### src/rtl/slx_pkg.sv
// slx_pkg: shared types, token and mode codes, character constants for the
// s-expression lexer. no dependencies.
`default_nettype none

package slx_pkg;

   localparam int CHAR_W = 8;
   localparam int KIND_W = 3;
   localparam int MODE_W = 2;

   localparam int DEFAULT_QUEUE_DEPTH = 2;

   localparam logic [KIND_W-1:0] KIND_TEXT    = 3'd0;
   localparam logic [KIND_W-1:0] KIND_TEXTEND = 3'd1;
   localparam logic [KIND_W-1:0] KIND_LPAREN  = 3'd2;
   localparam logic [KIND_W-1:0] KIND_RPAREN  = 3'd3;
   localparam logic [KIND_W-1:0] KIND_DQUOTE  = 3'd4;
   localparam logic [KIND_W-1:0] KIND_SQUOTE  = 3'd5;
   localparam logic [KIND_W-1:0] KIND_END     = 3'd6;

   localparam logic [MODE_W-1:0] MODE_NORMAL  = 2'd0;
   localparam logic [MODE_W-1:0] MODE_SYMBOL  = 2'd1;
   localparam logic [MODE_W-1:0] MODE_STRING  = 2'd2;
   localparam logic [MODE_W-1:0] MODE_COMMENT = 2'd3;

   localparam logic [CHAR_W-1:0] CH_LPAREN = 8'h28;
   localparam logic [CHAR_W-1:0] CH_RPAREN = 8'h29;
   localparam logic [CHAR_W-1:0] CH_DQUOTE = 8'h22;
   localparam logic [CHAR_W-1:0] CH_SQUOTE = 8'h27;
   localparam logic [CHAR_W-1:0] CH_SEMI   = 8'h3b;
   localparam logic [CHAR_W-1:0] CH_NL     = 8'h0a;
   localparam logic [CHAR_W-1:0] CH_CR     = 8'h0d;
   localparam logic [CHAR_W-1:0] CH_TAB    = 8'h09;
   localparam logic [CHAR_W-1:0] CH_SPACE  = 8'h20;
   localparam logic [CHAR_W-1:0] CH_NONE   = 8'h00;

   // one classified input transaction: one or two results
   typedef struct packed {
      logic              two;
      logic [KIND_W-1:0] kind0;
      logic [CHAR_W-1:0] char0;
      logic [KIND_W-1:0] kind1;
   } cmd_type;

   typedef struct packed {
      logic full;
      logic empty;
   } queue_status_type;

endpackage

`default_nettype wire

### src/rtl/slx_req_if.sv
// slx_req_if: input channel of the lexer, one byte or an end mark.
// depends on slx_pkg.
`default_nettype none

interface slx_req_if import slx_pkg::*; ();
   logic              valid;
   logic              ready;
   logic [CHAR_W-1:0] char_byte;
   logic              end_of_input;

   modport source (output valid, output char_byte, output end_of_input, input ready);
   modport sink   (input valid, input char_byte, input end_of_input, output ready);
endinterface

`default_nettype wire

### src/rtl/slx_rsp_if.sv
// slx_rsp_if: result channel of the lexer, one token per transaction.
// depends on slx_pkg.
`default_nettype none

interface slx_rsp_if import slx_pkg::*; ();
   logic              valid;
   logic              ready;
   logic [KIND_W-1:0] token_kind;
   logic [CHAR_W-1:0] token_char;
   logic              last;

   modport source (output valid, output token_kind, output token_char, output last,
                   input ready);
   modport sink   (input valid, input token_kind, input token_char, input last,
                   output ready);
endinterface

`default_nettype wire

### src/rtl/slx_front.sv
// slx_front: accepts input transactions, keeps the lexer mode and classifies
// each byte into a command for the queue. depends on slx_pkg, slx_req_if.
`default_nettype none

module slx_front import slx_pkg::*; (
   input  wire logic             clock,
   input  wire logic             reset,
   slx_req_if.sink               req_if,
   input  wire queue_status_type q_status,
   output logic                  push,
   output cmd_type               push_cmd
);

   logic [MODE_W-1:0] mode_ff, mode_in;
   logic              accept;
   logic              emit;
   logic              norm_emit;
   logic [KIND_W-1:0] norm_kind;
   logic [CHAR_W-1:0] norm_char;
   logic [MODE_W-1:0] norm_mode;
   logic              is_space;
   logic              is_term;
   logic [CHAR_W-1:0] c;
   logic              eoi;

   assign c      = req_if.char_byte;
   assign eoi    = req_if.end_of_input;
   assign accept = req_if.valid && !q_status.full;
   assign req_if.ready = !q_status.full;

   assign is_space = (c == CH_SPACE) || (c == CH_TAB) || (c == CH_NL) || (c == CH_CR);
   assign is_term  = (c == CH_LPAREN) || (c == CH_RPAREN) || (c == CH_DQUOTE);

   // normal mode scan, also used for a symbol terminator
   always_comb begin
      norm_emit = 1'b1;
      norm_kind = KIND_TEXT;
      norm_char = CH_NONE;
      norm_mode = MODE_NORMAL;
      if (eoi) begin
         norm_kind = KIND_END;
      end else begin
         case (c)
            CH_SPACE, CH_TAB, CH_NL, CH_CR: begin
               norm_emit = 1'b0;
            end
            CH_LPAREN: begin
               norm_kind = KIND_LPAREN;
            end
            CH_RPAREN: begin
               norm_kind = KIND_RPAREN;
            end
            CH_SQUOTE: begin
               norm_kind = KIND_SQUOTE;
            end
            CH_DQUOTE: begin
               norm_kind = KIND_DQUOTE;
               norm_mode = MODE_STRING;
            end
            CH_SEMI: begin
               norm_emit = 1'b0;
               norm_mode = MODE_COMMENT;
            end
            default: begin
               norm_kind = KIND_TEXT;
               norm_char = c;
               norm_mode = MODE_SYMBOL;
            end
         endcase
      end
   end

   always_comb begin
      mode_in        = mode_ff;
      emit           = 1'b0;
      push_cmd.two   = 1'b0;
      push_cmd.kind0 = KIND_TEXT;
      push_cmd.char0 = CH_NONE;
      push_cmd.kind1 = KIND_END;
      case (mode_ff)
         MODE_NORMAL: begin
            emit           = norm_emit;
            push_cmd.kind0 = norm_kind;
            push_cmd.char0 = norm_char;
            mode_in        = norm_mode;
         end
         MODE_SYMBOL: begin
            emit = 1'b1;
            if (!eoi && is_space) begin
               push_cmd.kind0 = KIND_TEXTEND;
               mode_in        = MODE_NORMAL;
            end else if (eoi || is_term) begin
               push_cmd.two   = 1'b1;
               push_cmd.kind0 = KIND_TEXTEND;
               push_cmd.kind1 = norm_kind;
               mode_in        = norm_mode;
            end else begin
               push_cmd.kind0 = KIND_TEXT;
               push_cmd.char0 = c;
            end
         end
         MODE_STRING: begin
            emit = 1'b1;
            if (eoi) begin
               push_cmd.two   = 1'b1;
               push_cmd.kind0 = KIND_TEXTEND;
               push_cmd.kind1 = KIND_END;
               mode_in        = MODE_NORMAL;
            end else if (c == CH_DQUOTE) begin
               push_cmd.two   = 1'b1;
               push_cmd.kind0 = KIND_TEXTEND;
               push_cmd.kind1 = KIND_DQUOTE;
               mode_in        = MODE_NORMAL;
            end else begin
               push_cmd.kind0 = KIND_TEXT;
               push_cmd.char0 = c;
            end
         end
         default: begin
            if (eoi) begin
               emit           = 1'b1;
               push_cmd.kind0 = KIND_END;
               mode_in        = MODE_NORMAL;
            end else if (c == CH_NL) begin
               mode_in = MODE_NORMAL;
            end
         end
      endcase
   end

   assign push = accept && emit;

   always_ff @(posedge clock) begin
      if (reset) begin
         mode_ff <= MODE_NORMAL;
      end else if (accept) begin
         mode_ff <= mode_in;
      end
   end

endmodule

`default_nettype wire

### src/rtl/slx_queue.sv
// slx_queue: small command fifo between front and back end.
// depends on slx_pkg.
`default_nettype none

module slx_queue import slx_pkg::*; #(
   parameter int DEPTH = DEFAULT_QUEUE_DEPTH
) (
   input  wire logic       clock,
   input  wire logic       reset,
   input  wire logic       push,
   input  wire cmd_type    push_cmd,
   input  wire logic       pop,
   output cmd_type         pop_cmd,
   output queue_status_type status
);

   localparam int PTR_W = $clog2(DEPTH);
   localparam int CNT_W = $clog2(DEPTH + 1);
   localparam logic [PTR_W-1:0] PTR_LAST = PTR_W'(DEPTH - 1);
   localparam logic [CNT_W-1:0] CNT_FULL = CNT_W'(DEPTH);

   cmd_type          entry_ff [DEPTH];
   logic [PTR_W-1:0] wr_ptr_ff, wr_ptr_in;
   logic [PTR_W-1:0] rd_ptr_ff, rd_ptr_in;
   logic [CNT_W-1:0] count_ff, count_in;
   logic             do_push, do_pop;

   assign status.full  = (count_ff == CNT_FULL);
   assign status.empty = (count_ff == '0);
   assign do_push = push && !status.full;
   assign do_pop  = pop && !status.empty;
   assign pop_cmd = entry_ff[rd_ptr_ff];

   always_comb begin
      wr_ptr_in = wr_ptr_ff;
      rd_ptr_in = rd_ptr_ff;
      count_in  = count_ff;
      if (do_push) begin
         wr_ptr_in = (wr_ptr_ff == PTR_LAST) ? '0 : wr_ptr_ff + 1'b1;
      end
      if (do_pop) begin
         rd_ptr_in = (rd_ptr_ff == PTR_LAST) ? '0 : rd_ptr_ff + 1'b1;
      end
      if (do_push && !do_pop) begin
         count_in = count_ff + 1'b1;
      end else if (do_pop && !do_push) begin
         count_in = count_ff - 1'b1;
      end
   end

   always_ff @(posedge clock) begin
      if (reset) begin
         wr_ptr_ff <= '0;
         rd_ptr_ff <= '0;
         count_ff  <= '0;
      end else begin
         wr_ptr_ff <= wr_ptr_in;
         rd_ptr_ff <= rd_ptr_in;
         count_ff  <= count_in;
      end
   end

   always_ff @(posedge clock) begin
      if (do_push) begin
         entry_ff[wr_ptr_ff] <= push_cmd;
      end
   end

endmodule

`default_nettype wire

### src/rtl/slx_back.sv
// slx_back: drains commands from the queue and emits one token per
// result transaction through an output register. depends on slx_pkg, slx_rsp_if.
`default_nettype none

module slx_back import slx_pkg::*; (
   input  wire logic             clock,
   input  wire logic             reset,
   input  wire cmd_type          cmd,
   input  wire queue_status_type q_status,
   output logic                  pop,
   slx_rsp_if.source             rsp_if
);

   logic              valid_ff, valid_in;
   logic              phase_ff, phase_in;
   logic [KIND_W-1:0] kind_ff, kind_in;
   logic [CHAR_W-1:0] char_ff, char_in;
   logic              last_ff, last_in;
   logic              load, take;

   assign load = !valid_ff || rsp_if.ready;
   assign take = load && !q_status.empty;
   assign pop  = take && (!cmd.two || phase_ff);

   always_comb begin
      valid_in = load ? !q_status.empty : valid_ff;
      phase_in = take ? (cmd.two && !phase_ff) : phase_ff;
      kind_in  = phase_ff ? cmd.kind1 : cmd.kind0;
      char_in  = phase_ff ? CH_NONE : cmd.char0;
      last_in  = !cmd.two || phase_ff;
   end

   always_ff @(posedge clock) begin
      if (reset) begin
         valid_ff <= 1'b0;
         phase_ff <= 1'b0;
      end else begin
         valid_ff <= valid_in;
         phase_ff <= phase_in;
      end
   end

   always_ff @(posedge clock) begin
      if (take) begin
         kind_ff <= kind_in;
         char_ff <= char_in;
         last_ff <= last_in;
      end
   end

   assign rsp_if.valid      = valid_ff;
   assign rsp_if.token_kind = kind_ff;
   assign rsp_if.token_char = char_ff;
   assign rsp_if.last       = last_ff;

endmodule

`default_nettype wire

### src/rtl/sexpr_lexer_unit.sv
// sexpr_lexer_unit: top level of the s-expression lexer, front end, command
// queue and back end. depends on slx_pkg, slx_req_if, slx_rsp_if and submodules.
//
//   channel  dir  payload                          transaction
//   req_if   in   char_byte, end_of_input          valid && ready
//   rsp_if   out  token_kind, token_char, last     valid && ready
//
// one input byte per cycle while rsp ready stays high and each byte gives at most
// one token; a byte giving two tokens holds the back end output register for both.
// a token reaches rsp_if from its accepted byte through the queue, then the output register.
// the queue of QUEUE_DEPTH commands lets the input keep going while the
// output stalls; req ready drops only when the queue is full.
// reset puts the lexer in normal mode and empties queue and output register.
`default_nettype none

module sexpr_lexer_unit import slx_pkg::*; #(
   parameter int QUEUE_DEPTH = DEFAULT_QUEUE_DEPTH
) (
   input  wire logic clock,
   input  wire logic reset,
   slx_req_if.sink   req_if,
   slx_rsp_if.source rsp_if
);

   logic             push, pop;
   cmd_type          push_cmd, pop_cmd;
   queue_status_type q_status;

   slx_front u_front (
      .clock    (clock),
      .reset    (reset),
      .req_if   (req_if),
      .q_status (q_status),
      .push     (push),
      .push_cmd (push_cmd)
   );

   slx_queue #(
      .DEPTH (QUEUE_DEPTH)
   ) u_queue (
      .clock    (clock),
      .reset    (reset),
      .push     (push),
      .push_cmd (push_cmd),
      .pop      (pop),
      .pop_cmd  (pop_cmd),
      .status   (q_status)
   );

   slx_back u_back (
      .clock    (clock),
      .reset    (reset),
      .cmd      (pop_cmd),
      .q_status (q_status),
      .pop      (pop),
      .rsp_if   (rsp_if)
   );

   // only the first of a token pair is not last, and it is always a text end
   a_pair_head: assert property (@(posedge clock) disable iff (reset)
      (rsp_if.valid && !rsp_if.last) |-> (rsp_if.token_kind == KIND_TEXTEND))
      else $error("non-last token is not a text end");

   // only text tokens carry a character
   a_char_zero: assert property (@(posedge clock) disable iff (reset)
      (rsp_if.valid && (rsp_if.token_kind != KIND_TEXT)) |-> (rsp_if.token_char == CH_NONE))
      else $error("non-text token carries a character");

   // queue status is consistent and drives input backpressure
   a_queue_state: assert property (@(posedge clock) disable iff (reset)
      !(q_status.full && q_status.empty) && (req_if.ready == !q_status.full))
      else $error("queue status inconsistent");

   // a pop happens only while the queue holds a command
   a_pop_only_filled: assert property (@(posedge clock) disable iff (reset)
      pop |-> !q_status.empty)
      else $error("pop from empty queue");

endmodule

`default_nettype wire
### src/flat_wrapper.sv
// flat-port wrapper written by rule: the top's interface ports become plain ports
module sexpr_lexer_unit_flat import slx_pkg::*;
#(
   parameter int QUEUE_DEPTH = DEFAULT_QUEUE_DEPTH
)
  (clock, reset, req_if_valid, req_if_char_byte, req_if_end_of_input, req_if_ready, rsp_if_valid, rsp_if_token_kind, rsp_if_token_char, rsp_if_last, rsp_if_ready);
  slx_req_if req_if_i ();
  slx_rsp_if rsp_if_i ();
  input  wire logic clock;
  input  wire logic reset;
  input wire logic [$bits(req_if_i.valid)-1:0] req_if_valid;
  input wire logic [$bits(req_if_i.char_byte)-1:0] req_if_char_byte;
  input wire logic [$bits(req_if_i.end_of_input)-1:0] req_if_end_of_input;
  output wire logic [$bits(req_if_i.ready)-1:0] req_if_ready;
  output wire logic [$bits(rsp_if_i.valid)-1:0] rsp_if_valid;
  output wire logic [$bits(rsp_if_i.token_kind)-1:0] rsp_if_token_kind;
  output wire logic [$bits(rsp_if_i.token_char)-1:0] rsp_if_token_char;
  output wire logic [$bits(rsp_if_i.last)-1:0] rsp_if_last;
  input wire logic [$bits(rsp_if_i.ready)-1:0] rsp_if_ready;
  assign req_if_i.valid = req_if_valid;
  assign req_if_i.char_byte = req_if_char_byte;
  assign req_if_i.end_of_input = req_if_end_of_input;
  assign req_if_ready = req_if_i.ready;
  assign rsp_if_valid = rsp_if_i.valid;
  assign rsp_if_token_kind = rsp_if_i.token_kind;
  assign rsp_if_token_char = rsp_if_i.token_char;
  assign rsp_if_last = rsp_if_i.last;
  assign rsp_if_i.ready = rsp_if_ready;
  sexpr_lexer_unit #(.QUEUE_DEPTH(QUEUE_DEPTH)) u_core (.clock(clock), .reset(reset), .req_if(req_if_i), .rsp_if(rsp_if_i));
endmodule
### config.mk
export PLATFORM = sky130hd
export DESIGN_NAME = sexpr_lexer_unit_flat
export DESIGN_NICKNAME = d
export VERILOG_FILES = /design/src/rtl/slx_pkg.sv /design/src/rtl/slx_req_if.sv /design/src/rtl/slx_rsp_if.sv /design/src/rtl/slx_front.sv /design/src/rtl/slx_queue.sv /design/src/rtl/slx_back.sv /design/src/rtl/sexpr_lexer_unit.sv /design/src/flat_wrapper.sv
export SDC_FILE = /design/constraint.sdc
export NUM_CORES = 1
export LEC_CHECK = 0
export BUFFER_PORTS_ARGS = -buffer_cell sky130_fd_sc_hd__buf_2
export CORE_ASPECT_RATIO = 0.7
export CORE_UTILIZATION = 62
export CTS_BUF_LIST = sky130_fd_sc_hd__clkbuf_8 sky130_fd_sc_hd__clkbuf_16
export DETAILED_ROUTE_END_ITERATION = 8
export PLACE_DENSITY = 0.93
export SLEW_MARGIN = 20
export SYNTH_ARGS = -nofsm -noshare
export SYNTH_HDL_FRONTEND = slang
export SYNTH_SLANG_ARGS = --single-unit
### constraint.sdc
create_clock -name clock -period 7.2 [get_ports clock]
set_input_delay 0.72 -clock clock [delete_from_list [all_inputs] [get_ports clock]]
set_output_delay 0.72 -clock clock [all_outputs]
set_load 0.01 [all_outputs]
==> results of run 1 <==
[power groups by stage]
stage / sequential, W / combinational [W] / clock (W)
final: 0.000489 / 0.000276 / 0.000189
after global routing: 0.000499 / 0.000303 / 0.000202
after CTS: 0.000491 / 0.000278 / 0.000190
after detailed placement: 0.000498 / 0.000276 / 0
after global placement: 0.000489 / 0.000261 / 0
after floorplan: 0.000492 / 0.000186 / 0
[cells by family after synthesis]
logic type | count (synthesis)
xor gates and xnor gates | 4
AOI/OAI and AO/OA | 33
and+or+nand+nor | 71
DFF | 51
muxes | 15
buffers and inverters | 17
adders and majority gates | 5
[metrics by stage]
stage,cells,instance area (um^2),util (%),total power [W],hold WS [ns]
final,271,2708,74.21,0.0009542,0.5127
after CTS,271,2708,74.21,0.0009592,0.5125
after global placement,264,2601,71.30,0.0007503,0.4799
after floorplan,196,2445,-,0.0006772,0.4725
after detailed placement,264,2601,71.30,0.0007736,0.4910
after global routing,271,2708,74.21,0.001003,0.5451
[metal layers]
layer | GRT usage (%) | up-vias | share of wire [%]
li1 | - | 775 | -
met1 | 30.35 | 760 | 43
met2 | 38.99 | 72 | 48
met3 | 5.167 | 5 | 7.1
met4 | 10.38 | 0 | 1.1
met5 | 0 | - | 0
[layout make-up]
type | count | area, um^2
clock buffer | 5 | 68.82
clock inverter | 2 | 37.54
fill | 243 | 940.9
inverter | 8 | 30.03
multi-input combinational | 128 | 929.6
sequential | 51 | 1441
tap | 50 | 62.56
timing repair buffer | 27 | 137.6
[worst max path at each step]
stage | start | endpoint | slack (ns) | cells after the start
final | req_if_char_byte[4] | u_core.u_queue.count_ff[1] | 4.34 | 8
after global routing | req_if_char_byte[4] | u_core.u_queue.count_ff[1] | 4.27 | 8
after CTS | req_if_char_byte[4] | u_core.u_queue.count_ff[1] | 4.34 | 8
after detailed placement | req_if_char_byte[4] | u_core.u_queue.count_ff[1] | 4.04 | 8
after global placement | req_if_char_byte[4] | u_core.u_queue.count_ff[1] | 4.11 | 8
after floorplan | req_if_char_byte[4] | u_core.u_queue.count_ff[1] | 4.30 | 8
[cell usage in the layout (no fill, tap or decap), types with 2 or more instances in the layout]
cell,count
sky130_fd_sc_hd__a211oi_1,2
sky130_fd_sc_hd__and2_1,7
sky130_fd_sc_hd__nor4_1,2
sky130_fd_sc_hd__dfxtp_1,9
sky130_fd_sc_hd__nand2b_1,9
sky130_fd_sc_hd__or3b_2,2
sky130_fd_sc_hd__ha_1,5
sky130_fd_sc_hd__edfxtp_1,42
sky130_fd_sc_hd__a211o_1,2
sky130_fd_sc_hd__nor2_1,21
sky130_fd_sc_hd__nand2_1,10
sky130_fd_sc_hd__a31oi_1,2
sky130_fd_sc_hd__mux4_2,3
sky130_fd_sc_hd__inv_1,8
sky130_fd_sc_hd__buf_2,26
sky130_fd_sc_hd__nor3_1,5
sky130_fd_sc_hd__nor4b_1,3
sky130_fd_sc_hd__o21a_1,2
sky130_fd_sc_hd__mux2i_1,11
sky130_fd_sc_hd__or3_1,2
sky130_fd_sc_hd__o21ai_0,6
sky130_fd_sc_hd__nor2b_1,5
sky130_fd_sc_hd__a21oi_1,9
sky130_fd_sc_hd__clkbuf_8,5
sky130_fd_sc_hd__xor2_1,3
[critical path, delay by kind of cell]
family                   cells  cell delay [ns]
AO/OA/AOI/OAI                3             0.42
adder cells (fa/ha/maj)      1             0.36
buffers and inverters        1             0.13
AND/OR/NAND/NOR              3             1.46
[flip-flops by register name (all words and copies together) (netlist names), named ones only]
register                         flops
u_core.u_back.phase_ff               1
u_core.u_back.rsp_if.last            1
u_core.u_back.rsp_if.token_char      8
u_core.u_back.rsp_if.token_kind      3
u_core.u_back.rsp_if.valid           1
u_core.u_front.mode_ff               2
u_core.u_queue.count_ff              2
u_core.u_queue.entry_ff             30
u_core.u_queue.rd_ptr_ff             1
u_core.u_queue.wr_ptr_ff             1
==> reports/results.env, run 1 <==
CTS_RESIZED=0
FIRST_PASS_ITERS=4
DIE-AREA_UM2=4203
P_SW_SHARE_PCT=30.97
ROOT_BUFFER='sky130_fd_sc_hd__clkbuf_8'
WORST_PATH_MOST_REPEATED_CELL='sky130_fd_sc_hd__or3_1'
DP_WORST_SETUP_SLACK_NS=4.035
ROUTED_VIA_DENSITY=5.948
SYN_NETS=214
SLOWEST_DELAY_NS=0.58
TIMING.HOLD.WORST.CLASS='register to register'
SYNTH_FF_TYPE='sky130_fd_sc_hd__edfxtp_1'
GP_ROUTABILITY_CONGESTION=0.9321
WORSTSETUPENDPOINTTYPE='register'
LAYOUT_SETUP_WS_NS=4.337
DRT_ITER0_DRC=102
POST_SYNTH_MAIN_AREA_CONTRIBUTORS='sky130_fd_sc_hd__edfxtp_1 52%, sky130_fd_sc_hd__dfxtp_1 7.4%, sky130_fd_sc_hd__mux2i_1 4.5%, sky130_fd_sc_hd__nor2_1 3.2%, sky130_fd_sc_hd__mux4_2 2.8%'
SETUP.WORST_PATH.START_CLASS='input port'
YOSYS.AREA_SHARE.ADDER_PCT=2.559
PLACEMENT_ROWS=18
FP.COREAREA_UM2=3649
SYNTHDOMINANTAREACELLTYPE='sky130_fd_sc_hd__edfxtp_1'
DIE-WIDTH_UM=77.06
WORST-ENDPOINT-ARRIVAL_NS=3.10
NETLIST-CELL-TYPE-COUNT=44
HOLD_VIOL_FINAL=0
LAUNCH_POINT_OF_THE_WORST_REG_TO_REG_PATH='u_core.u_front.mode_ff[0]'
HTREE_NUM_LEVELS=2
EDFF_COUNT_SYNTH=42
WORST-SETUP-PATH-TYPE='input port to register'
POST_CTS_HOLD_BUFFER_COUNT=0
TIMING.FINAL.CRIT_SHARE_PCT=39.76
REQUIRED_ARRIVAL_TIME_AT_THE_WORST_ENDPOINT_NS=7.44
TRITONCTS='done'
YOSYS.CELL_COUNT.TOP_TYPE='sky130_fd_sc_hd__edfxtp_1'
DRT_DRC_VIOLATIONS_LEFT=0
SYNTH-XOR-AREA-SHARE_PCT=1.433
FIN_SETUP_TNS_NS=0
AREA_GROWTH_PCT=10.75
GRT_REMAINING_OVERFLOW=0
ROUTED_WIRE_LENGTH_PER_INSTANCE_UM=16.84
HOLD_PATH_CELL_CNT=2
POWER_DENSITY_nW_PER_UM2=352.4
CRITICAL_PATH.REG2REG.ENDPOINT='u_core.u_queue.entry_ff[1][7]'
DIE_H_UM=54.54
SYNTHCELLS=196
GROUTE.USAGE.OVERALL_PCT=23.36
SYNTHDOMINANTCELLAREASHARE_PCT=51.59
POWER.SEQUENTIAL.FRACTION_PCT=51.3
PATH_MAX_FANOUT=7
POST_SYNTH_AND_OR_NAND_NOR_AREA_FRACTION_PCT=15.71
CLK_PATH_BUF_DEPTH=2
DRTANTENNAVIOLNETS=0
NUMPORTBUFFERS=26
GRT_SETUP_UNREPAIRED='no'
IRDROPWORSTVDD_mV=0.2099
YOSYS_WARNINGS=0
YS_FF_LATCH=51
SYNTH.TOP_CELLS.BY_COUNT='42 x sky130_fd_sc_hd__edfxtp_1, 21 x sky130_fd_sc_hd__nor2_1, 11 x sky130_fd_sc_hd__mux2i_1'
PATH_CELLS='buf_2 > or3_1 > or4_4 > o31ai_4 > o22ai_4 > ha_1 > or3_1 > a21oi_1'
WORST-R2R-SETUP-SLACK_NS=4.75
COMBINATIONAL_FAMILY_WITH_THE_MOST_AREA_AFTER_SYNTHESIS='simple AND/OR/NAND/NOR gates'
INSERTEDDIODECOUNT=0
REPORT.FINAL.SLEW_VIOL_COUNT=0
SWITCHING_POWER_W=0.0002955
POST_ROUTE_CELLS_DRIVE_ABOVE_1_SHARE_PCT=20.81
CLKSLEWWORSTSETUPHOLDPATHS_NS=0.09
FINAL_SETUP_FAILS=0
SLEW_HEADROOM_PCT=48.95
YS_ASYNC_SR_FRACTION_PCT=0
TIMING.REG2REG.WORST_PATH_DEPTH=6
DETAILROUTE.VIA_COUNT=1612
INSERTION_DELAY_NS=0.30
CLKSINKCOUNT=51
SYNTH.AREA.MUX_SHARE_PCT=7.881
DESIGN.PORTCOUNT=27
TIGHTESTPINTRANSITION_NS=0.7647
SLOWEST_STAGE='sky130_fd_sc_hd__or4_4'
CTS.REPAIR_TIMING.SETUP_BUFFER_COUNT=0
FIRST_PASS_GRT_WIRE_LENGTH_UM=6982
MAX_CLOCK_FREQ_MHz=349.3
COMB_POWER_SHARE_PCT=28.9
MAPPEDNETLISTAREA_UM2=2445
YOSYSSEQAREASHARE_PCT=58.96
FINAL.SETUP_SKEW_NS=0.007069
POWER_LEAKAGE_nW=0.9683
CAP_VIOLATIONS=0
INTERNAL-POWER_W=0.0006587
ANTENNA_FOUND_INITIAL=0
LAYOUT_MIN_CYCLE_TIME_NS=2.863
START_UTIL_PCT=67.01
ROUTED_WL_UM=4563
NETS=239
PLACE_HPWL_UM=3294
RUN_STATUS='finished clean'
GRT_START_MAX_NET_PINS=16
FIRST_GLOBAL_VIAS=1446
POST_SYNTHESIS_COMPOUND_GATE_AREA_FRACTION_PCT=10.44
MIN-DELAY-START='u_core.u_queue.rd_ptr_ff'
SYNTHESIS.AREA_PER_INSTANCE_UM2=12.47
PWR-SHARE-CLK_PCT=19.8
CTS_INSERTED_BUFFERS=5
Note: power is estimated with default switching activity, not from simulation.
==> run 2: changes to the inputs <==
--- a/config.mk
+++ b/config.mk
@@ -5,12 +5,13 @@
 export SDC_FILE = /design/constraint.sdc
 export NUM_CORES = 1
 export LEC_CHECK = 0
+export ABC_AREA = 1
 export BUFFER_PORTS_ARGS = -buffer_cell sky130_fd_sc_hd__buf_2
 export CORE_ASPECT_RATIO = 0.7
-export CORE_UTILIZATION = 62
+export CORE_UTILIZATION = 52
 export CTS_BUF_LIST = sky130_fd_sc_hd__clkbuf_8 sky130_fd_sc_hd__clkbuf_16
 export DETAILED_ROUTE_END_ITERATION = 8
-export PLACE_DENSITY = 0.93
+export PLACE_DENSITY = 0.84
 export SLEW_MARGIN = 20
 export SYNTH_ARGS = -nofsm -noshare
 export SYNTH_HDL_FRONTEND = slang
==> constraint.sdc (replaced) <==
create_clock -name clock -period 2.5 [get_ports clock]
set_input_delay 0.25 -clock clock [delete_from_list [all_inputs] [get_ports clock]]
set_output_delay 0.25 -clock clock [all_outputs]
set_load 0.01 [all_outputs]
==> run 2 against run 1 <==
Effect of this change:
- the flow now finishes with violations (design-rule violations)
- sequential share of layout area shrank 1.4 points
- global-route usage shrank 3.5 points
- largest cell class unchanged
- worst setup slack lost 4.1 ns
==> reports/results.env, run 2 <==
RUN_STATUS='finished with violations'
FAILED_CHECKS='design-rule violations'
PLACEMENT_ROWS=20  # +2
CTS_RESIZED=0  # unchanged
REQUIRED_ARRIVAL_TIME_AT_THE_WORST_ENDPOINT_NS=2.69  # -4.75 ns
GRT_REMAINING_OVERFLOW=0  # unchanged
SYNTHESIS.AREA_PER_INSTANCE_UM2=9.210  # -26%
CAP_VIOLATIONS=0  # unchanged
DIE-WIDTH_UM=84.04  # +9.1%
DRT_DRC_VIOLATIONS_LEFT=4  # +4
ROUTED_WL_UM=4409  # -3.4%
HOLD_PATH_CELL_CNT=2  # unchanged
DRTANTENNAVIOLNETS=0  # unchanged
INSERTION_DELAY_NS=0.30  # about the same
YS_ASYNC_SR_FRACTION_PCT=0  # unchanged
GRT_START_MAX_NET_PINS=17  # +1
POWER_DENSITY_nW_PER_UM2=966.9  # +170%
ROOT_BUFFER='sky130_fd_sc_hd__clkbuf_8'
INSERTEDDIODECOUNT=0  # unchanged
FINAL.SETUP_SKEW_NS=0.01121  # +0.004136 ns
FINAL_CELL_MIX='56 x sky130_fd_sc_hd__nor2_1, 46 x sky130_fd_sc_hd__nand2_1, 42 x sky130_fd_sc_hd__edfxtp_1'
TIMING.FINAL.CRIT_SHARE_PCT=88.70
ROUTED_WIRE_LENGTH_PER_INSTANCE_UM=12.38  # -26%
START_UTIL_PCT=55.31  # -12 points
REPORT.FINAL.SLEW_VIOL_COUNT=0  # unchanged
GRT_MOST_USED_LAYER='met2'
LAUNCH_POINT_OF_THE_WORST_REG_TO_REG_PATH='u_core.u_front.mode_ff[0]'
ROUTED_VIA_DENSITY=5.039  # -15%
DETAILROUTE.VIA_COUNT=1794  # +11%
FINAL_SETUP_FAILS=0  # unchanged
MOST_COMMON_CELL_AFTER_LAYOUT_FILL_AND_TAPS_ASIDE='sky130_fd_sc_hd__nor2_1'
WORST-R2R-SETUP-SLACK_NS=0.28  # -4.47 ns
SYNTHDOMINANTAREACELLTYPE='sky130_fd_sc_hd__edfxtp_1'
POST_SYNTH_MAIN_AREA_CONTRIBUTORS='sky130_fd_sc_hd__edfxtp_1 51%, sky130_fd_sc_hd__nor2_1 8.6%, sky130_fd_sc_hd__dfxtp_1 7.4%, sky130_fd_sc_hd__nand2_1 7.0%, sky130_fd_sc_hd__inv_1 5.2%'
SYNTHDOMINANTCELLAREASHARE_PCT=51.48  # -0.11 points
DP_WORST_SETUP_SLACK_NS=0.3136  # -3.722 ns
IRDROPWORSTVDD_mV=0.3039  # +45%
MIN-DELAY-START='reset'
FIRST_PASS_GRT_WIRE_LENGTH_UM=7383  # +5.7%
GLOBAL_ROUTE.USAGE.MET1_PCT=26.09  # -4.3 points
SYNTH.TOP_CELLS.BY_COUNT='56 x sky130_fd_sc_hd__nor2_1, 46 x sky130_fd_sc_hd__nand2_1, 42 x sky130_fd_sc_hd__edfxtp_1'
GRTUSAGEMET3_PCT=3.760  # -1.4 points
FP.COREAREA_UM2=4429  # +21%
LAYOUT_SETUP_WS_NS=0.2824  # -4.055 ns
YS_FF_LATCH=51  # unchanged
FIRST_PASS_ITERS=7  # +3
SYN_NETS=284  # +33%
TIMING.REG2REG.WORST_PATH_DEPTH=13  # +7
POST_CTS_HOLD_BUFFER_COUNT=0  # unchanged
PATH_MAX_FANOUT=12  # +5
CTS_INSERTED_BUFFERS=5  # unchanged
WORST-SETUP-PATH-TYPE='register to register'
YOSYS_WARNINGS=0  # unchanged
DRT_ITER0_DRC=109  # +6.9%
WORST-ENDPOINT-ARRIVAL_NS=2.41  # -0.69 ns
DIE-AREA_UM2=4994  # +19%
POWER_LEAKAGE_nW=1.252  # +29%
DESIGN.PORTCOUNT=27  # unchanged
GRT_UTIL_MET2_PCT=32.90  # -6.1 points
AREA_GROWTH_PCT=13.48
LAYOUT_MIN_CYCLE_TIME_NS=2.218
ANTENNA_FOUND_INITIAL=0  # unchanged
SYNTH_FF_TYPE='sky130_fd_sc_hd__edfxtp_1'
HOLD_PATH_END='u_core.u_front.mode_ff[1]'
TIGHTESTPINTRANSITION_NS=0.4823  # -0.2824 ns
MAX_CLOCK_FREQ_MHz=450.9
CLK_PATH_BUF_DEPTH=2  # unchanged
CTS.REPAIR_TIMING.SETUP_BUFFER_COUNT=0  # unchanged
HTREE_NUM_LEVELS=2  # unchanged
FIRST_GLOBAL_VIAS=1628  # +13%
CLKSINKCOUNT=51  # unchanged
YOSYS.CELL_COUNT.TOP_TYPE='sky130_fd_sc_hd__nor2_1'
YOSYSSEQAREASHARE_PCT=58.84  # -0.12 points
REGISTERS.TOP_BY_FF_COUNT='u_core.u_queue.entry_ff'
TRITONCTS='done'
WORSTSETUPENDPOINTTYPE='register'
NETLIST-CELL-TYPE-COUNT=26  # -41%
NUMPORTBUFFERS=26  # unchanged
CRITICAL_PATH.REG2REG.ENDPOINT='u_core.u_queue.count_ff[1]'
HOLD_VIOL_FINAL=0  # unchanged
DIE_H_UM=59.43  # +9.0%
CLKSLEWWORSTSETUPHOLDPATHS_NS=0.08  # about the same
NETS=318  # +33%
SETUP.WORST_PATH.START_CLASS='register'
GP_ROUTABILITY_CONGESTION=0.9102  # -2.3%
POST_ROUTE_CELLS_DRIVE_ABOVE_1_SHARE_PCT=19.27  # -1.5 points
EDFF_COUNT_SYNTH=42  # unchanged
FIN_SETUP_TNS_NS=0  # unchanged
PLACE_HPWL_UM=3299  # +0.15%
FLIP_FLOP_COUNT_OF_THE_LARGEST_REGISTER_ALL_COPIES_AND_WORDS_ADDED=30  # unchanged
SYNTHCELLS=266  # +36%
GROUTE.USAGE.OVERALL_PCT=19.89  # -3.5 points
TIMING.HOLD.WORST.CLASS='input port to register'
SLEW_HEADROOM_PCT=67.56  # +19 points
GRT_SETUP_UNREPAIRED='no'
MAPPEDNETLISTAREA_UM2=2450  # +0.20%
-- run 2: changes by cell type after synthesis, moves of 7 or more --
cell | previous run | this run
sky130_fd_sc_hd__nand2_1 | 10 | 46
sky130_fd_sc_hd__o21ai_0 | 6 | 22
sky130_fd_sc_hd__nand2b_1 | 9 | 0
sky130_fd_sc_hd__inv_1 | 8 | 34
sky130_fd_sc_hd__nor2_1 | 21 | 56
sky130_fd_sc_hd__and2_1 | 7 | 0
sky130_fd_sc_hd__nand3_1 | 0 | 11
sky130_fd_sc_hd__mux2i_1 | 11 | 0
-- run 2: metrics by stage --
stage | cells | hold slack, ns | area [um^2] | total power [W] | utilization [%]
2_1_floorplan | 266 | 0.3191 | 2450 | 0.001867 | -
3_3_place_gp | 348 | 0.4874 | 2670 | 0.002130 | 60.28
3_5_place_dp | 348 | 0.4938 | 2670 | 0.002165 | 60.28
4_1_cts | 356 | 0.1967 | 2780 | 0.002710 | 62.77
5_1_grt | 356 | 0.2254 | 2780 | 0.002867 | 62.77
6_report | 356 | 0.2088 | 2780 | 0.002688 | 62.77
-- run 2: routing by layer --
layer | up-vias | wire (um)
li1 | 929 | -
met1 | 808 | 2180
met2 | 48 | 1989
met3 | 9 | 147
met4 | 0 | 93
met5 | - | 0
-- run 2: cell type report --
cell class              count  area [um^2]
clock inverters             3        41.29
well taps                  55        68.82
flip-flops and latches     51         1441
multi-input cells         172        845.8
inverters                  39        146.4
clock buffers               5        68.82
fillers                   357         1649
repair buffers             31        167.7
-- run 2: cells by family after synthesis --
kind of cell | Yosys count | synth area share (%)
AO/OA/AOI/OAI | 35 | 7.508
XOR/XNOR | 2 | 0.7151
adder cells (fa/ha/maj) | 5 | 2.554
buffers and inverters | 43 | 6.639
flip-flops | 51 | 58.84
AND/OR/NAND/NOR | 130 | 23.75
-- run 2: how the worst max path moves through the flow --
stage                                    start                         end  cells past startpoint  slack (ns)
floorplan           u_core.u_back.rsp_if.valid  u_core.u_queue.count_ff[1]                      9        0.28
global placement     u_core.u_front.mode_ff[0]  u_core.u_queue.count_ff[1]                     13        0.43
detailed placement   u_core.u_front.mode_ff[0]  u_core.u_queue.count_ff[1]                     13        0.31
CTS                  u_core.u_front.mode_ff[0]  u_core.u_queue.count_ff[1]                     13        0.31
global route         u_core.u_front.mode_ff[0]  u_core.u_queue.count_ff[1]                     13        0.05
finish               u_core.u_front.mode_ff[0]  u_core.u_queue.count_ff[1]                     13        0.28
-- run 2: worst max-delay path, stage by stage, from the launching register on --
cell                      delay (ns)
sky130_fd_sc_hd__dfxtp_1        0.39
sky130_fd_sc_hd__ha_1           0.41
sky130_fd_sc_hd__nor2_1         0.15
sky130_fd_sc_hd__o21ai_0        0.10
sky130_fd_sc_hd__inv_1          0.05
sky130_fd_sc_hd__nand2_1        0.06
sky130_fd_sc_hd__nand2_1        0.06
sky130_fd_sc_hd__nand2_1        0.08
sky130_fd_sc_hd__inv_1          0.06
sky130_fd_sc_hd__ha_1           0.31
sky130_fd_sc_hd__a21oi_1        0.11
sky130_fd_sc_hd__o21ai_0        0.11
sky130_fd_sc_hd__o21ai_0        0.16
sky130_fd_sc_hd__a21oi_1        0.05
-- run 2: report_power, final --
| group | switching (W) | internal, W | leakage [nW] |
|---|---|---|---|
| logic | 0.000540 | 0.000292 | 0.728 |
| clock network | 0.000254 | 0.000294 | 0.0556 |
| registers | 0.0000754 | 0.00123 | 0.469 |
==> run 3: changes to the inputs <==
--- a/config.mk
+++ b/config.mk
@@ -6,11 +6,14 @@
 export NUM_CORES = 1
 export LEC_CHECK = 0
 export ABC_AREA = 1
+export ABC_CLOCK_PERIOD_IN_PS = 2500
 export BUFFER_PORTS_ARGS = -buffer_cell sky130_fd_sc_hd__buf_2
 export CORE_ASPECT_RATIO = 0.7
+export CORE_MARGIN = 1.5
 export CORE_UTILIZATION = 52
 export CTS_BUF_LIST = sky130_fd_sc_hd__clkbuf_8 sky130_fd_sc_hd__clkbuf_16
 export DETAILED_ROUTE_END_ITERATION = 8
+export MAX_ROUTING_LAYER = met4
 export PLACE_DENSITY = 0.84
 export SLEW_MARGIN = 20
 export SYNTH_ARGS = -nofsm -noshare
==> run 3 against run 2 <==
Effect of this change:
- first-iteration DRC count up 36%
- routed wire length up 6.7%
- largest cell class unchanged
- the run still ends with design-rule violations left
- maximum frequency up 1.4%
==> reports/results.env, run 3 (same netlist as run 2, synthesis figures left out) <==
FLIP_FLOP_COUNT_OF_THE_LARGEST_REGISTER_ALL_COPIES_AND_WORDS_ADDED=30  # unchanged
ROUTED_WIRE_LENGTH_PER_INSTANCE_UM=13.21  # +6.7%
SWITCHING_POWER_W=0.0008977  # +3.2%
LAYOUT_MIN_CYCLE_TIME_NS=2.188  # -0.02994 ns
PLACE_HPWL_UM=3422  # +3.7%
GP_ROUTABILITY_CONGESTION=0.9497  # +4.3%
POWER_LEAKAGE_nW=1.241  # -0.88%
INTERNAL-POWER_W=0.001750  # -3.7%
SLEW_HEADROOM_PCT=68.12  # +0.56 points
DRT_ITER0_DRC=148  # +36%
CLK_PATH_BUF_DEPTH=2  # unchanged
DRTANTENNAVIOLNETS=0  # unchanged
SLOWEST_STAGE='sky130_fd_sc_hd__dfxtp_1'
GRT_START_MAX_NET_PINS=17  # unchanged
RUN_STATUS='finished with violations'
FIRST_GLOBAL_VIAS=1621  # -0.43%
NUMPORTBUFFERS=26  # unchanged
REPORT.FINAL.SLEW_VIOL_COUNT=0  # unchanged
FIRST_PASS_GRT_WIRE_LENGTH_UM=7576  # +2.6%
FINAL_CORE_UTILIZATION_PCT=62.57  # -0.20 points
WORST_PATH_MOST_REPEATED_CELL='sky130_fd_sc_hd__inv_1'
WORST_HOLD_SLACK_NS=0.2145  # +0.005713 ns
TIMING.REG2REG.WORST_PATH_DEPTH=15  # +2
CLKSLEWWORSTSETUPHOLDPATHS_NS=0.08  # about the same
DIE-WIDTH_UM=85.04  # +1.2%
ROUTED_WL_UM=4703  # +6.7%
AREA.SEQUENTIAL_UM2=1441  # unchanged
DRT_DRC_VIOLATIONS_LEFT=1  # -3
HTREE_NUM_LEVELS=2  # unchanged
PLACEMENT_ROWS=20  # unchanged
TIGHTESTPINTRANSITION_NS=0.4739  # -0.008380 ns
WORSTSETUPENDPOINTTYPE='register'
FINAL.SETUP_SKEW_NS=0.01235  # +0.001145 ns
INSERTION_DELAY_NS=0.31  # about the same
FIRST_PASS_ITERS=6  # -1
CTS_INSERTED_BUFFERS=5  # unchanged
FINAL_SETUP_FAILS=0  # unchanged
WORST-ENDPOINT-ARRIVAL_NS=2.38  # -0.03 ns
REGISTERS.TOP_BY_FF_COUNT='u_core.u_queue.entry_ff'
MULTIINPUTGATEAREA_UM2=848.3  # +0.30%
NETS=318  # unchanged
ROOT_BUFFER='sky130_fd_sc_hd__clkbuf_8'
ROUTED_VIA_DENSITY=5.115  # +1.5%
PATH_MAX_FANOUT=4  # -8
DETAILROUTE.VIA_COUNT=1821  # +1.5%
GRT_SETUP_UNREPAIRED='no'
TRITONCTS='done'
REQUIRED_ARRIVAL_TIME_AT_THE_WORST_ENDPOINT_NS=2.69  # about the same
CLKSINKCOUNT=51  # unchanged
INSERTEDDIODECOUNT=0  # unchanged
WORST-SETUP-PATH-TYPE='register to register'
START_UTIL_PCT=55.31  # unchanged
N_FILL_CELL=366  # +2.5%
FIN_SETUP_TNS_NS=0  # unchanged
GRT_REMAINING_OVERFLOW=0  # unchanged
P_SW_SHARE_PCT=33.90  # +1.5 points
POWER.SEQUENTIAL.FRACTION_PCT=49.5  # +0.9 points
MOST_COMMON_CELL_AFTER_LAYOUT_FILL_AND_TAPS_ASIDE='sky130_fd_sc_hd__nor2_1'
MAX_CLOCK_FREQ_MHz=457.1  # +1.4%
GROUTE.USAGE.OVERALL_PCT=20.35  # +0.46 points
PWR-SHARE-CLK_PCT=18.7  # -1.7 points
AREA_GROWTH_PCT=13.13
DESIGN.PORTCOUNT=27  # unchanged
DIE_H_UM=60.43  # +1.7%
POST_ROUTE_CELLS_DRIVE_ABOVE_1_SHARE_PCT=19.93  # +0.66 points
HOLD_VIOL_FINAL=0  # unchanged
FAILED_CHECKS='design-rule violations'
DIE-AREA_UM2=5139  # +2.9%
ANTENNA_FOUND_INITIAL=0  # unchanged
SLOWEST_DELAY_NS=0.35  # -0.06 ns
FINAL_CELL_MIX='56 x sky130_fd_sc_hd__nor2_1, 46 x sky130_fd_sc_hd__nand2_1, 42 x sky130_fd_sc_hd__edfxtp_1'
SETUP.WORST_PATH.START_CLASS='register'
COMB_POWER_SHARE_PCT=31.8  # +0.8 points
CAP_VIOLATIONS=0  # unchanged
TIMING.FINAL.CRIT_SHARE_PCT=87.50  # -1.2 points
FINISH.CELL_COUNT_WITHOUT_FILLERS=356  # unchanged
TOTAL_POWER_W=0.002648  # -1.5%
CTS.REPAIR_TIMING.SETUP_BUFFER_COUNT=0  # unchanged
HOLD_PATH_CELL_CNT=2  # unchanged
POST-PLACE-CELLS=348  # unchanged
PATH_CELLS='inv_1 > ha_1 > inv_1 > nor2_1 > o21ai_0 > inv_1 > nand2_1 > nand2_1 > nand2_1 > inv_1 > ha_1 > a21oi_1 > o21ai_0 > o21ai_0 > a21oi_1'
IRDROPWORSTVDD_mV=0.3267  # +7.5%
FP.COREAREA_UM2=4429  # unchanged
POWER_DENSITY_nW_PER_UM2=955.5  # -1.2%
TIMING.HOLD.WORST.CLASS='input port to register'
## run 3: cell types whose count changed in the layout (fill, tap and decap cells not counted)
cell / delta
sky130_fd_sc_hd__clkinv_4: +1
sky130_fd_sc_hd__clkbuf_8: +1
sky130_fd_sc_hd__ha_1: -1
sky130_fd_sc_hd__ha_2: +1
sky130_fd_sc_hd__bufinv_16: -1
sky130_fd_sc_hd__inv_1: -1
## run 3: power by group through the flow
| stage | clock network [W] | registers, W | logic, W |
|---|---|---|---|
| 6_report | 0.000496 | 0.00131 | 0.000843 |
| 5_1_grt | 0.000528 | 0.00134 | 0.000958 |
| 4_1_cts | 0.000497 | 0.00131 | 0.000849 |
| 3_5_place_dp | 0 | 0.00133 | 0.000847 |
| 3_3_place_gp | 0 | 0.00132 | 0.000808 |
| 2_1_floorplan | 0 | 0.00138 | 0.000488 |
## run 3: path summary, 6_finish.rpt
| path | from | endpoint | slack [ns] |
|---|---|---|---|
| worst max-delay path | u_core.u_front.mode_ff[1] | u_core.u_queue.count_ff[1] | 0.31 |
| worst min-delay path | reset | u_core.u_front.mode_ff[1] | 0.21 |
| worst max register to register | u_core.u_front.mode_ff[1] | u_core.u_queue.count_ff[1] | 0.31 |
| worst min register to register | u_core.u_queue.wr_ptr_ff | u_core.u_queue.wr_ptr_ff | 0.51 |
## run 3: what timing repair did
| item | CTS | global route |
|---|---|---|
| hold endpoints to repair | 0 | 0 |
| endpoints found under the setup margin | 0 | 1 |
| gates resized for setup | 0 | 1 |
| hold buffers | 0 | 0 |
## run 3: critical path: cells and delay by family, from the launching register on
family	cells	cell delay (ns)
AO/OA/AOI/OAI	5	0.56
AND/OR/NAND/NOR	4	0.36
flip-flops	1	0.35
adder cells (fa/ha/maj)	2	0.49
buffers and inverters	4	0.34
## run 3: through the flow
stage	setup slack (ns)	instance area (um^2)
after floorplan	0.2831	2450
after global placement	0.4292	2670
after detailed placement	0.3203	2670
after CTS	0.3005	2769
after global routing	0.02961	2771
final	0.3124	2771
## run 3: area by class of cell
type,count,area share [%]
Clock inverter,2,0.5869
Clock buffer,6,2.980
Timing Repair Buffer,31,6.050
Multi-Input combinational cell,172,30.61
Inverter,39,5.282
Tap cell,55,2.483
Sequential cell,51,52.01
## run 3: layer usage
layer  vias to the layer above  GRT usage, %  share of wire (%)
met5                         -             -                  0
met4                         0         5.621               0.94
met3                         5         4.490                5.9
met2                        72         31.86                 46
met1                       815         27.23                 47
li1                        929             -                  -
